==> config.mk <==
export PLATFORM = sky130hd
export DESIGN_NAME = bellman_ford_negative_cycle_detector_unit
export DESIGN_NICKNAME = d
export VERILOG_FILES = /design/src/rtl/bfncd_pkg.sv /design/src/rtl/bfncd_ram.sv /design/src/rtl/bellman_ford_negative_cycle_detector_unit.sv
export SDC_FILE = /design/constraint.sdc
export NUM_CORES = 2
export LEC_CHECK = 0
export BUFFER_PORTS_ARGS = -buffer_cell sky130_fd_sc_hd__buf_4
export CORE_AREA = 2 2 436 438
export DETAILED_ROUTE_END_ITERATION = 16
export DIE_AREA = 0 0 438 440
export GPL_ROUTABILITY_DRIVEN = 0
export PLACE_DENSITY = 0.75
export SLEW_MARGIN = 10
export SYNTH_ARGS = -nofsm -noshare
export SYNTH_HDL_FRONTEND = slang
export SYNTH_HIERARCHICAL = 1
export SYNTH_SLANG_ARGS = --single-unit
export TNS_END_PERCENT = 5
==> constraint.sdc <==
create_clock -name clk_i -period 15 [get_ports clk_i]
set_clock_uncertainty 0.2 [all_clocks]
set_input_delay 1.5 -clock clk_i [delete_from_list [all_inputs] [get_ports clk_i]]
set_output_delay 1.5 -clock clk_i [all_outputs]
set_load 0.02 [all_outputs]
==> src/rtl/bfncd_pkg.sv <==
package bfncd_pkg;

  localparam int MaxNodes   = 16;
  localparam int MaxEdges   = 64;
  localparam int WeightBits = 16;

  localparam int NodeIdxW = $clog2(MaxNodes);
  localparam int NodeCntW = $clog2(MaxNodes + 1);
  localparam int EdgeIdxW = $clog2(MaxEdges);
  localparam int EdgeCntW = $clog2(MaxEdges + 1);
  // distances never exceed MaxNodes*MaxEdges weights in magnitude
  localparam int DistW = WeightBits + $clog2(MaxNodes * MaxEdges) + 2;
  localparam int EdgeW = 2 * NodeIdxW + WeightBits;

  typedef enum logic [1:0] {
    OpAddNode = 2'd0,
    OpAddEdge = 2'd1,
    OpRemEdge = 2'd2,
    OpRun     = 2'd3
  } op_e;

  typedef enum logic [1:0] {
    StOk       = 2'd0,
    StFull     = 2'd1,
    StUnknown  = 2'd2,
    StNotFound = 2'd3
  } status_e;

  typedef struct packed {
    logic [NodeIdxW-1:0]   from;
    logic [NodeIdxW-1:0]   to;
    logic [WeightBits-1:0] w;
  } edge_t;

endpackage

==> src/rtl/bfncd_ram.sv <==
module bfncd_ram #(
  parameter int Width = 8,
  parameter int Depth = 16
) (
  input  logic                     clk_i,
  input  logic                     we_i,
  input  logic [$clog2(Depth)-1:0] waddr_i,
  input  logic [Width-1:0]         wdata_i,
  input  logic [$clog2(Depth)-1:0] raddr_i,
  output logic [Width-1:0]         rdata_o
);

  logic [Width-1:0] mem_q [Depth];

  // write and registered read
  always_ff @(posedge clk_i) begin
    if (we_i) begin
      mem_q[waddr_i] <= wdata_i;
    end
    rdata_o <= mem_q[raddr_i];
  end

endmodule

==> src/rtl/bellman_ford_negative_cycle_detector_unit.sv <==
// Bellman-Ford negative cycle detector. Node IDs, edges and distances live in
// RAMs with a registered read, and one item is handled at a time: an item is
// taken only in the idle state, its result is held on the output until taken,
// and the block is idle again in the next cycle. Add node goes from the idle
// state through SAfterFind to SDone, where its result shows. A node ID search
// reads, then checks, each table entry in turn and reports an unknown ID if
// none matches. Add edge runs a search for each endpoint, then writes the
// edge in SAfterFind. Remove edge runs both searches, scans the edges for the
// first match, then shifts every later edge down one slot. A run searches
// for the start, clears the 16 distances, then makes up to N-1 relaxation
// passes and one check pass, reading each valid edge and its distances.
module bellman_ford_negative_cycle_detector_unit
  import bfncd_pkg::*;
(
  input  logic                         clk_i,
  input  logic                         rst_ni,
  input  logic                         in_valid_i,
  output logic                         in_ready_o,
  input  logic [1:0]                   op_i,
  input  logic [31:0]                  node_id_i,
  input  logic [31:0]                  src_id_i,
  input  logic [31:0]                  dest_id_i,
  input  logic signed [WeightBits-1:0] weight_i,
  output logic                         out_valid_o,
  input  logic                         out_ready_i,
  output logic [1:0]                   status_o,
  output logic                         negative_cycle_o
);

  typedef enum logic [3:0] {
    SIdle, SFindRd, SFindCk, SAfterFind, SEdgeRd, SEdgeCk, SShiftRd, SShiftWr,
    SClear, SPassRd, SPassSrc, SPassDst, SPassCk, SDone
  } state_e;

  state_e state_q;
  op_e    op_q;
  logic [31:0] nid_q, sid_q, did_q;
  logic [WeightBits-1:0] w_q;
  logic [NodeCntW-1:0] node_cnt_q;
  logic [EdgeCntW-1:0] edge_cnt_q;
  logic [NodeCntW-1:0] ni_q;       // node search index
  logic                which_q;    // 0: searching src, 1: dest
  logic [NodeIdxW-1:0] s_q, d_q;
  logic [EdgeCntW-1:0] ei_q;
  logic [NodeCntW-1:0] pass_q;
  logic                changed_q, check_q;
  logic [MaxNodes-1:0] reached_q;
  edge_t               cur_q;
  logic signed [DistW-1:0] dfrom_q;
  status_e status_q;
  logic    neg_q;

  // memory ports
  logic                node_we;
  logic [NodeIdxW-1:0] node_waddr, node_raddr;
  logic [31:0]         node_rdata;
  logic                edge_we;
  logic [EdgeIdxW-1:0] edge_waddr, edge_raddr;
  edge_t               edge_wdata, edge_rdata;
  logic                dist_we;
  logic [NodeIdxW-1:0] dist_waddr, dist_raddr;
  logic signed [DistW-1:0] dist_wdata, dist_rdata;

  bfncd_ram #(.Width(32), .Depth(MaxNodes)) u_nodes (
    .clk_i, .we_i(node_we), .waddr_i(node_waddr), .wdata_i(nid_q),
    .raddr_i(node_raddr), .rdata_o(node_rdata)
  );
  bfncd_ram #(.Width(EdgeW), .Depth(MaxEdges)) u_edges (
    .clk_i, .we_i(edge_we), .waddr_i(edge_waddr), .wdata_i(edge_wdata),
    .raddr_i(edge_raddr), .rdata_o(edge_rdata)
  );
  bfncd_ram #(.Width(DistW), .Depth(MaxNodes)) u_dist (
    .clk_i, .we_i(dist_we), .waddr_i(dist_waddr), .wdata_i(dist_wdata),
    .raddr_i(dist_raddr), .rdata_o(dist_rdata)
  );

  logic [31:0] want_id;
  logic signed [DistW-1:0] cand;
  logic better;
  logic relax_hit;
  logic [EdgeCntW-1:0] ei_prev;

  assign want_id   = which_q ? did_q : sid_q;
  assign cand      = dfrom_q + DistW'(signed'(cur_q.w));
  assign better    = !reached_q[cur_q.to] || (cand < dist_rdata);
  assign relax_hit = reached_q[cur_q.from] && better;
  assign ei_prev   = ei_q - 1'b1;

  // drive memory ports from the state
  always_comb begin
    node_we    = (state_q == SAfterFind) && (op_q == OpAddNode) &&
                 (node_cnt_q < NodeCntW'(MaxNodes));
    node_waddr = node_cnt_q[NodeIdxW-1:0];
    node_raddr = ni_q[NodeIdxW-1:0];
    edge_we    = 1'b0;
    edge_waddr = ei_q[EdgeIdxW-1:0];
    edge_wdata = '{from: s_q, to: d_q, w: w_q};
    edge_raddr = ei_q[EdgeIdxW-1:0];
    dist_we    = 1'b0;
    dist_waddr = ni_q[NodeIdxW-1:0];
    dist_wdata = '0;
    dist_raddr = cur_q.to;
    unique case (state_q)
      SAfterFind: begin
        edge_we    = (op_q == OpAddEdge) && (edge_cnt_q < EdgeCntW'(MaxEdges));
        edge_waddr = edge_cnt_q[EdgeIdxW-1:0];
      end
      SShiftWr: begin
        edge_we    = 1'b1;
        edge_waddr = ei_prev[EdgeIdxW-1:0];
        edge_wdata = edge_rdata;
      end
      SClear: dist_we = 1'b1;
      SPassSrc: dist_raddr = edge_rdata.from;
      SPassCk: begin
        dist_we    = !check_q && relax_hit;
        dist_waddr = cur_q.to;
        dist_wdata = cand;
      end
      default: ;
    endcase
  end

  assign in_ready_o       = (state_q == SIdle);
  assign out_valid_o      = (state_q == SDone);
  assign status_o         = status_q;
  assign negative_cycle_o = neg_q;

  // sequencer
  always_ff @(posedge clk_i or negedge rst_ni) begin
    if (!rst_ni) begin
      state_q    <= SIdle;
      node_cnt_q <= '0;
      edge_cnt_q <= '0;
      op_q       <= OpAddNode;
      nid_q      <= '0;
      sid_q      <= '0;
      did_q      <= '0;
      w_q        <= '0;
      ni_q       <= '0;
      which_q    <= 1'b0;
      s_q        <= '0;
      d_q        <= '0;
      ei_q       <= '0;
      pass_q     <= '0;
      changed_q  <= 1'b0;
      check_q    <= 1'b0;
      cur_q      <= '0;
      dfrom_q    <= '0;
      status_q   <= StOk;
      neg_q      <= 1'b0;
      reached_q  <= '0;
    end else begin
      unique case (state_q)
        SIdle: if (in_valid_i) begin
          op_q     <= op_e'(op_i);
          nid_q    <= node_id_i;
          sid_q    <= src_id_i;
          did_q    <= dest_id_i;
          w_q      <= weight_i;
          status_q <= StOk;
          neg_q    <= 1'b0;
          ni_q     <= '0;
          which_q  <= 1'b0;
          state_q  <= (op_e'(op_i) == OpAddNode) ? SAfterFind : SFindRd;
        end
        // search node table for the wanted ID
        SFindRd: begin
          if (ni_q >= node_cnt_q) begin
            status_q <= StUnknown;
            state_q  <= SDone;
          end else begin
            state_q <= SFindCk;
          end
        end
        SFindCk: begin
          if (node_rdata == want_id) begin
            if (which_q || op_q == OpRun) begin
              d_q     <= ni_q[NodeIdxW-1:0];
              state_q <= SAfterFind;
            end else begin
              s_q     <= ni_q[NodeIdxW-1:0];
              which_q <= 1'b1;
              ni_q    <= '0;
              state_q <= SFindRd;
            end
          end else begin
            ni_q    <= ni_q + 1'b1;
            state_q <= SFindRd;
          end
        end
        SAfterFind: begin
          ei_q <= '0;
          unique case (op_q)
            OpAddNode: begin
              if (node_cnt_q >= NodeCntW'(MaxNodes)) status_q <= StFull;
              else node_cnt_q <= node_cnt_q + 1'b1;
              state_q <= SDone;
            end
            OpAddEdge: begin
              if (edge_cnt_q >= EdgeCntW'(MaxEdges)) status_q <= StFull;
              else edge_cnt_q <= edge_cnt_q + 1'b1;
              state_q <= SDone;
            end
            OpRemEdge: state_q <= SEdgeRd;
            OpRun: begin
              s_q       <= d_q;
              ni_q      <= '0;
              reached_q <= '0;
              state_q   <= SClear;
            end
            default: state_q <= SDone;
          endcase
        end
        // look for the first matching edge to remove
        SEdgeRd: begin
          if (ei_q >= edge_cnt_q) begin
            status_q <= StNotFound;
            state_q  <= SDone;
          end else begin
            state_q <= SEdgeCk;
          end
        end
        SEdgeCk: begin
          ei_q <= ei_q + 1'b1;
          if (edge_rdata.from == s_q && edge_rdata.to == d_q) begin
            state_q <= SShiftRd;
          end else begin
            state_q <= SEdgeRd;
          end
        end
        // shift later edges down one slot; ei_q reads, ei_q-1 is written
        SShiftRd: begin
          if (ei_q >= edge_cnt_q) begin
            edge_cnt_q <= edge_cnt_q - 1'b1;
            state_q    <= SDone;
          end else begin
            state_q <= SShiftWr;
          end
        end
        SShiftWr: begin
          ei_q    <= ei_q + 1'b1;
          state_q <= SShiftRd;
        end
        // clear distances, then mark the start reached
        SClear: begin
          if (ni_q == NodeCntW'(MaxNodes - 1)) begin
            reached_q[s_q] <= 1'b1;
            pass_q         <= NodeCntW'(1);
            changed_q      <= 1'b0;
            check_q        <= (node_cnt_q <= NodeCntW'(1));
            ei_q           <= '0;
            state_q        <= SPassRd;
          end else begin
            ni_q <= ni_q + 1'b1;
          end
        end
        // read the next edge, or close the pass
        SPassRd: begin
          if (ei_q >= edge_cnt_q) begin
            ei_q      <= '0;
            changed_q <= 1'b0;
            if (check_q) begin
              state_q <= SDone;
            end else if (!changed_q || (pass_q + 1'b1 >= node_cnt_q)) begin
              check_q <= 1'b1;
            end else begin
              pass_q <= pass_q + 1'b1;
            end
          end else begin
            state_q <= SPassSrc;
          end
        end
        // hold the edge and read the source distance
        SPassSrc: begin
          cur_q   <= edge_rdata;
          state_q <= SPassDst;
        end
        // hold the source distance and read the destination distance
        SPassDst: begin
          dfrom_q <= dist_rdata;
          state_q <= SPassCk;
        end
        // relax the edge, or flag a negative cycle in the check pass
        SPassCk: begin
          if (check_q && relax_hit) begin
            neg_q   <= 1'b1;
            state_q <= SDone;
          end else begin
            ei_q    <= ei_q + 1'b1;
            state_q <= SPassRd;
            if (relax_hit) begin
              reached_q[cur_q.to] <= 1'b1;
              changed_q           <= 1'b1;
            end
          end
        end
        SDone: if (out_ready_i) state_q <= SIdle;
        default: state_q <= SIdle;
      endcase
    end
  end

endmodule
# Word level (Yosys, flattened, before mapping)
# Memory sizes are Yosys's and may differ from the RTL's. A register that Yosys moved wholly into a read port is not among the register bits.
# Cells that the tools add are included.
[word_totals]
rom_bits = 0
ff_bits = 229
out_inout_bits = 5
ram_bits = 2496
latch_bits = 0
in_bits = 118
n_memories = 3
elab_cells = 227
[classes]
n_div = 0
shift = 0
n_eq_ne = 43
mul = 0
n_reduce_logical = 45
add_sub_neg = 8
order_cmp = 14
bitwise = 3
muxes = 88
[mem_list]
columns = ["memory", "depth", "word_bits", "rd", "rd_ports_with_merged_regs", "wr", "line_no", "source"]
rows = [
  ["u_edges.mem_q", 64, 24, 1, 1, 1, "bfncd_ram.sv:13", "logic [Width-1:0] mem_q [Depth];"],
  ["u_nodes.mem_q", 16, 32, 1, 1, 1, "bfncd_ram.sv:13", ""],
  ["u_dist.mem_q", 16, 28, 1, 1, 1, "bfncd_ram.sv:13", ""],
]
[op_table]
columns = ["op", "count"]
rows = [
  ["2-to-1 mux 16 bit", 4],
  ["2-to-1 mux 4 bit", 14],
  ["case mux 4 bit (14 select lines)", 1],
  ["case mux 16 bit (3 select lines)", 1],
  ["2-to-1 mux 5 bit", 9],
  ["2-to-1 mux 7 bit", 6],
  ["case mux 7 bit (5 select lines)", 1],
  ["== test 32 bit", 1],
  ["2-to-1 mux 32 bit", 1],
  ["OR 16 bit", 2],
  ["inequality test 2 bit, second input constant", 15],
  ["adder 28 x 16 -> 28 bit", 1],
  ["< comparator 28 bit", 1],
  ["2-to-1 mux 28 bit", 1],
  ["== test 4 bit, second input constant", 6],
  ["2-to-1 mux 24 bit", 1],
  ["2-to-1 mux 1 bit", 22],
  ["case mux 5 bit (4 select lines)", 1],
  ["AND reduction 4 bit", 5],
  ["AND reduction 5 bit", 4],
  ["== test 4 x 3 -> 1 bit, second input constant", 4],
  ["2-to-1 mux 2 bit", 8],
  ["adder 5 x 1 -> 5 bit, second input constant", 3],
  ["< comparator 4 x 5 -> 1 bit, second input constant", 3],
  ["47 further kinds", 86],
]

# Depth between registers and ports, before layout
[depth]
word_depth = 9
mapped_depth = 21
mapped_depth_nobuf = 20

# By module
# The synthesis kept the hierarchy.
[modules_own_cells]
columns = ["mod", "n_inst", "seq_area_each_um2", "cells_per_inst", "area_per_inst_um2"]
rows = [
  ["bfncd_ram (u_edges)", 1, 46604.7, 2610, 59295.6],
  ["bfncd_ram (u_nodes)", 1, 16015.4, 838, 19854.0],
  ["bfncd_ram (u_dist)", 1, 14013.4, 735, 17523.1],
  ["bellman_ford_negative_cycle_detector_unit", 1, 5730.5, 1361, 13790.7],
]

# Worst setup path after synthesis
# Ideal clock, no wire load.
[synth_timing]
kind = "register to register"
from = "reg cur_q[0] (netlist name)"
to = "mem u_dist/mem_q[0][0] (netlist name) (enable)"
path_stages_with_launch = 22
slack_ns = 7.694
arrival_ns = 6.658
n_path_buf = 1
period_less_slack_ns = 7.306
t_required_ns = 14.352
setup_ns = 0.448
cell_sequence = "dfrtp_1 > ha_1 > fa_1 > a211oi_1 > nor4_1 > a211oi_1 > nor3_1 > o41a_1 > a31oi_1 > xnor2_1 > ha_1 > nand4_1 > nor3_1 > a21oi_1 > o211ai_1 > a311oi_1 > mux2_4 > buf_6 > a21oi_1 > nor4_1 > or3b_2 > nor3_1"
[synth_via]
elab_chain_len = 8
[synth_lines]
columns = ["item", "line_no", "source"]
rows = [
  ["start: declaration", "bellman_ford_negative_cycle_detector_unit.sv:48", "edge_t cur_q;"],
  ["start signal: assignment", "bellman_ford_negative_cycle_detector_unit.sv:276", "cur_q <= edge_rdata;"],
  ["adder 28 x 16 -> 28 bit", "bellman_ford_negative_cycle_detector_unit.sv:84", "assign cand = dfrom_q + DistW'(signed'(cur_q.w));"],
  ["< comparator 28 bit", "bellman_ford_negative_cycle_detector_unit.sv:85", "assign better = !reached_q[cur_q.to] || (cand < dist_rdata);"],
  ["logical OR 1 bit", "bellman_ford_negative_cycle_detector_unit.sv:85", ""],
  ["logical AND 1 bit", "bellman_ford_negative_cycle_detector_unit.sv:86", "assign relax_hit = reached_q[cur_q.from] && better;"],
  ["logical AND 1 bit", "bellman_ford_negative_cycle_detector_unit.sv:116", "dist_we = !check_q && relax_hit;"],
  ["case mux 1 bit (2 select lines)", "bellman_ford_negative_cycle_detector_unit.sv:103", "unique case (state_q)"],
  ["named net dist_we", "bellman_ford_negative_cycle_detector_unit.sv:60", "logic dist_we;"],
  ["2-to-1 mux 1 bit", "bfncd_ram.sv:17", "if (we_i) begin"],
  ["2-to-1 mux 1 bit (implied by the code)", "bfncd_ram.sv:18", "mem_q[waddr_i] <= wdata_i;"],
  ["end: declaration", "bfncd_ram.sv:13", ""],
]
# The timed path passes the listed nets, and every way through them passes these cells.

# Final worst setup path
[layout_timing]
from = "reg cur_q[0] (netlist name)"
to = "mem u_dist/mem_q[3][16] (netlist name) (enable)"
# Same word-level chain as after synthesis.

==> flow_summary_export.csv <==
group,metric,value,unit
run_status,status,"complete, no violations",
synthesis,netlist_area,110500,sq um
place,dpl.cell_count,8046,
finish,layout_commonest_cell,"edfxtp_1",
synthesis,yosysWarnings,6,
min_path,hold_path_class,"reg -> reg",
power,finalPower,21.06,mW
drt,wl_met3,23.65,mm
worst_setup_path,crit_chain,"ha_1 -> fa_1 -> a211oi_1 -> nor4_1 -> a211oi_1 -> nor3_1 -> o41a_1 -> a31oi_1 -> xnor2_1 -> ha_1 -> nand4_1 -> nor3_1 -> a21oi_1 -> o211ai_1 -> a311oi_1 -> mux2_4 -> a21oi_1 -> nor4_2 -> or3b_2 -> nor2_4",
drt,wirelength,260.8,mm
place,hpwl,147.4,mm
synthesis,synthArstFlopShare,0.08152,
timing,clock.fmax,141.3,MHz
synthesis,synth_top_flop_cell,"edfxtp_1",
synthesis,syn_nets,5748,
floorplan,rows,160,
synthesis,ys_seq_area_frac,0.7456,
power,vdd_drop_max,0.0001660,V
power,cellPowerDensity,170.1,nW/um^2
worst_setup_path,max_stage_delay,0.78,ns
place,port_buffers,122,
drt,ant_nets,0,
finish,final_area,123800,sq um
worst_setup_path,critPathTopFamily,"simple AND/OR/NAND/NOR gates",
timing,hold_violations,0,
floorplan,design.portCount,123,
power,power_leakage,39.91,nW
timing,max_slew.worst_pin.slew,1.266,ns
worst_setup_path,required,15.33,ns
global_routing,overflow,0,
drt,highest-signal-layer,"met5",
timing,tns,0,ns
timing,slew_violations,0,
synthesis,avgSynthCellArea,19.92,sq um
clocking,clk_transition_reported_paths,0.06,ns
worst_setup_path,cp_max_fo,28,
drt,met2RoutedLength,126.7,mm
clocking,clk_latency,0.94,ns
timing,rsz0062_at_grt,"no",
floorplan,initial_core_util,0.5858,
global_routing,antenna_found_initial,7,
finish,multi_input_area,26840,sq um
finish,final_cell_mix,"edfxtp_1 (2496), mux4_2 (587), clkbuf_16 (301)",
worst_setup_path,critPathKind,"reg -> reg",
floorplan,die_w,438,um
floorplan,dieArea,192700,sq um
floorplan,die_y,440,um
drt,first_pass_iters,5,
drt,initialDrtViolationCount,7028,
timing,whs,0.2854,ns
floorplan,core-area,188600,sq um
worst_setup_path,end_kind,"register",
timing,period_share,0.4718,
clocking,clockRootBuffer,"clkbuf_16",
synthesis,synth_cell_types,78,
worst_setup_path,startpoint_type,"register",
finish,syn_to_final_growth,12.08,%
worst_setup_path,cp_slowest_cell,"nor2_4",
clocking,cts_buffer_depth,4,
synthesis,ys_seq_elements,2809,
clocking,clkSinkCount,2809,
clocking,cts-htree-levels,5,
drt,drc,0,
finish,final_nets,6031,
place,dpl_cell_area,114700,sq um
global_routing,grt_max_degree,143,
synthesis,synth_edf_count,2496,
global_routing,grt_pass1_vias,56110,
finish,finalNonFillerCells,8542,
finish,fillers,11930,
clocking,cts_made_buffers,290,
timing,worst_slew_margin_rel,0.1530,
worst_setup_path,path_buf_inv,0,
synthesis,synth_cells,5544,
clocking,tritoncts,"built",
global_routing,grt_usage,0.2718,
clocking,postCtsSetupBuffers,0,
job,cap_violations,0,
drt,wl_met1,99.84,mm
drt,via_count,56120,
clocking,cts-hold-fix-buffers,0,
global_routing,grt_pass1_wl,381.2,mm
clocking,postCtsResizedCells,0,
timing,setup_viol,0,
finish,drive_gt1_frac,0.2640,
worst_setup_path,crit_arrival,7.41,ns
finish,regArea,82390,sq um
timing,min_period,7.078,ns
drt,wl_per_cell,30.53,um
drt,avgViaCountPerCell,6.570,
## cell families (layout without fill, tap and decap cells)
logic type | Yosys count | in the layout | share of synthesized area
and+or+nand+nor | 690 | 690 | 0.02868
AOI/OAI and AO/OA | 590 | 590 | 0.03648
muxes | 943 | 943 | 0.1570
buffers and inverters | 347 | 833 | 0.01611
other | 0 | 1 | 0
xor gates and xnor gates | 79 | 79 | 0.006264
DFF | 2809 | 2809 | 0.7456
adders and majority gates | 86 | 86 | 0.009877
## routing by layer
layer / vias up / global-route usage
met5: - / 0
met4: 4 / 0.1048
met3: 536 / 0.04755
met2: 3081 / 0.4350
met1: 29290 / 0.3792
li1: 23210 / -
## registers in the layout, indices dropped and copies added, names as in the netlist, 32 cells and up
name	count
sid_q	32
did_q	32
u_dist/mem_q	448
u_nodes/mem_q	512
u_edges/mem_q	1536
u_nodes/rdata_o	32
nid_q	32
## per-stage QoR
stage	util	setup slack [ns]
after floorplan	-	7.694
after global placement	0.6082	7.572
after detailed placement	0.6082	7.479
after CTS	0.6564	7.455
after global routing	0.6565	7.520
final	0.6565	7.922
## Yosys cell counts, types with 55 or more instances
cell type  number  share of area
nor2_1        153         0.0052
a21oi_1        81         0.0037
mux2_2        199          0.020
edfxtp_1     2496           0.68
buf_2          57         0.0026
mux4_2        587           0.12
clkbuf_1      118         0.0040
a22oi_1       158          0.011
a221oi_1       55         0.0044
ha_1           84         0.0095
nand2_1       289         0.0098
xnor2_1        64         0.0051
mux2i_1       134          0.012
dfrtp_1       229          0.052
inv_1          68         0.0023
o21ai_0        89         0.0040
dfxtp_1        84          0.015
o22ai_1        57         0.0032
## worst paths after layout
check	cells past startpoint	to	slack, ns	startpoint
setup / recovery	20	u_dist/mem_q[3][16]	7.92	cur_q[0]
hold / removal	2	dfrom_q[21]	0.29	dfrom_q[21]
setup reg to reg	20	u_dist/mem_q[3][16]	7.92	cur_q[0]
hold reg to reg	2	dfrom_q[21]	0.29	dfrom_q[21]
max in group asynchronous	3	cur_q[0]	11.92	rst_ni
min in group asynchronous	1	w_q[15]	0.36	rst_ni
## area by class of cell
cell class | count | area share
Antenna cell | 1 | 0.00002021
Sequential cell | 2809 | 0.6655
Clock buffer | 379 | 0.06426
Tap cell | 2511 | 0.02538
Clock inverter | 116 | 0.009247
Timing Repair Buffer | 267 | 0.01666
Multi-Input combinational cell | 2388 | 0.2168
Inverter | 71 | 0.002153
## worst register-to-register path, stage by stage, from the launching register on
cell and delay [ns]:
dfrtp_1 0.38, ha_1 0.25, fa_1 0.43, a211oi_1 0.34, nor4_1 0.15, a211oi_1 0.44, nor3_1 0.18, o41a_1 0.38
a31oi_1 0.22, xnor2_1 0.17, ha_1 0.27, nand4_1 0.14, nor3_1 0.09, a21oi_1 0.13, o211ai_1 0.09, a311oi_1 0.32
mux2_4 0.33, a21oi_1 0.11, nor4_2 0.66, or3b_2 0.63, nor2_4 0.78
## report_power, final
group | switching [mW] | internal [mW]
registers | 0.516 | 9.59
logic | 2.40 | 1.61
clock network | 2.85 | 4.10
Note: power is estimated with default switching activity, not from simulation.
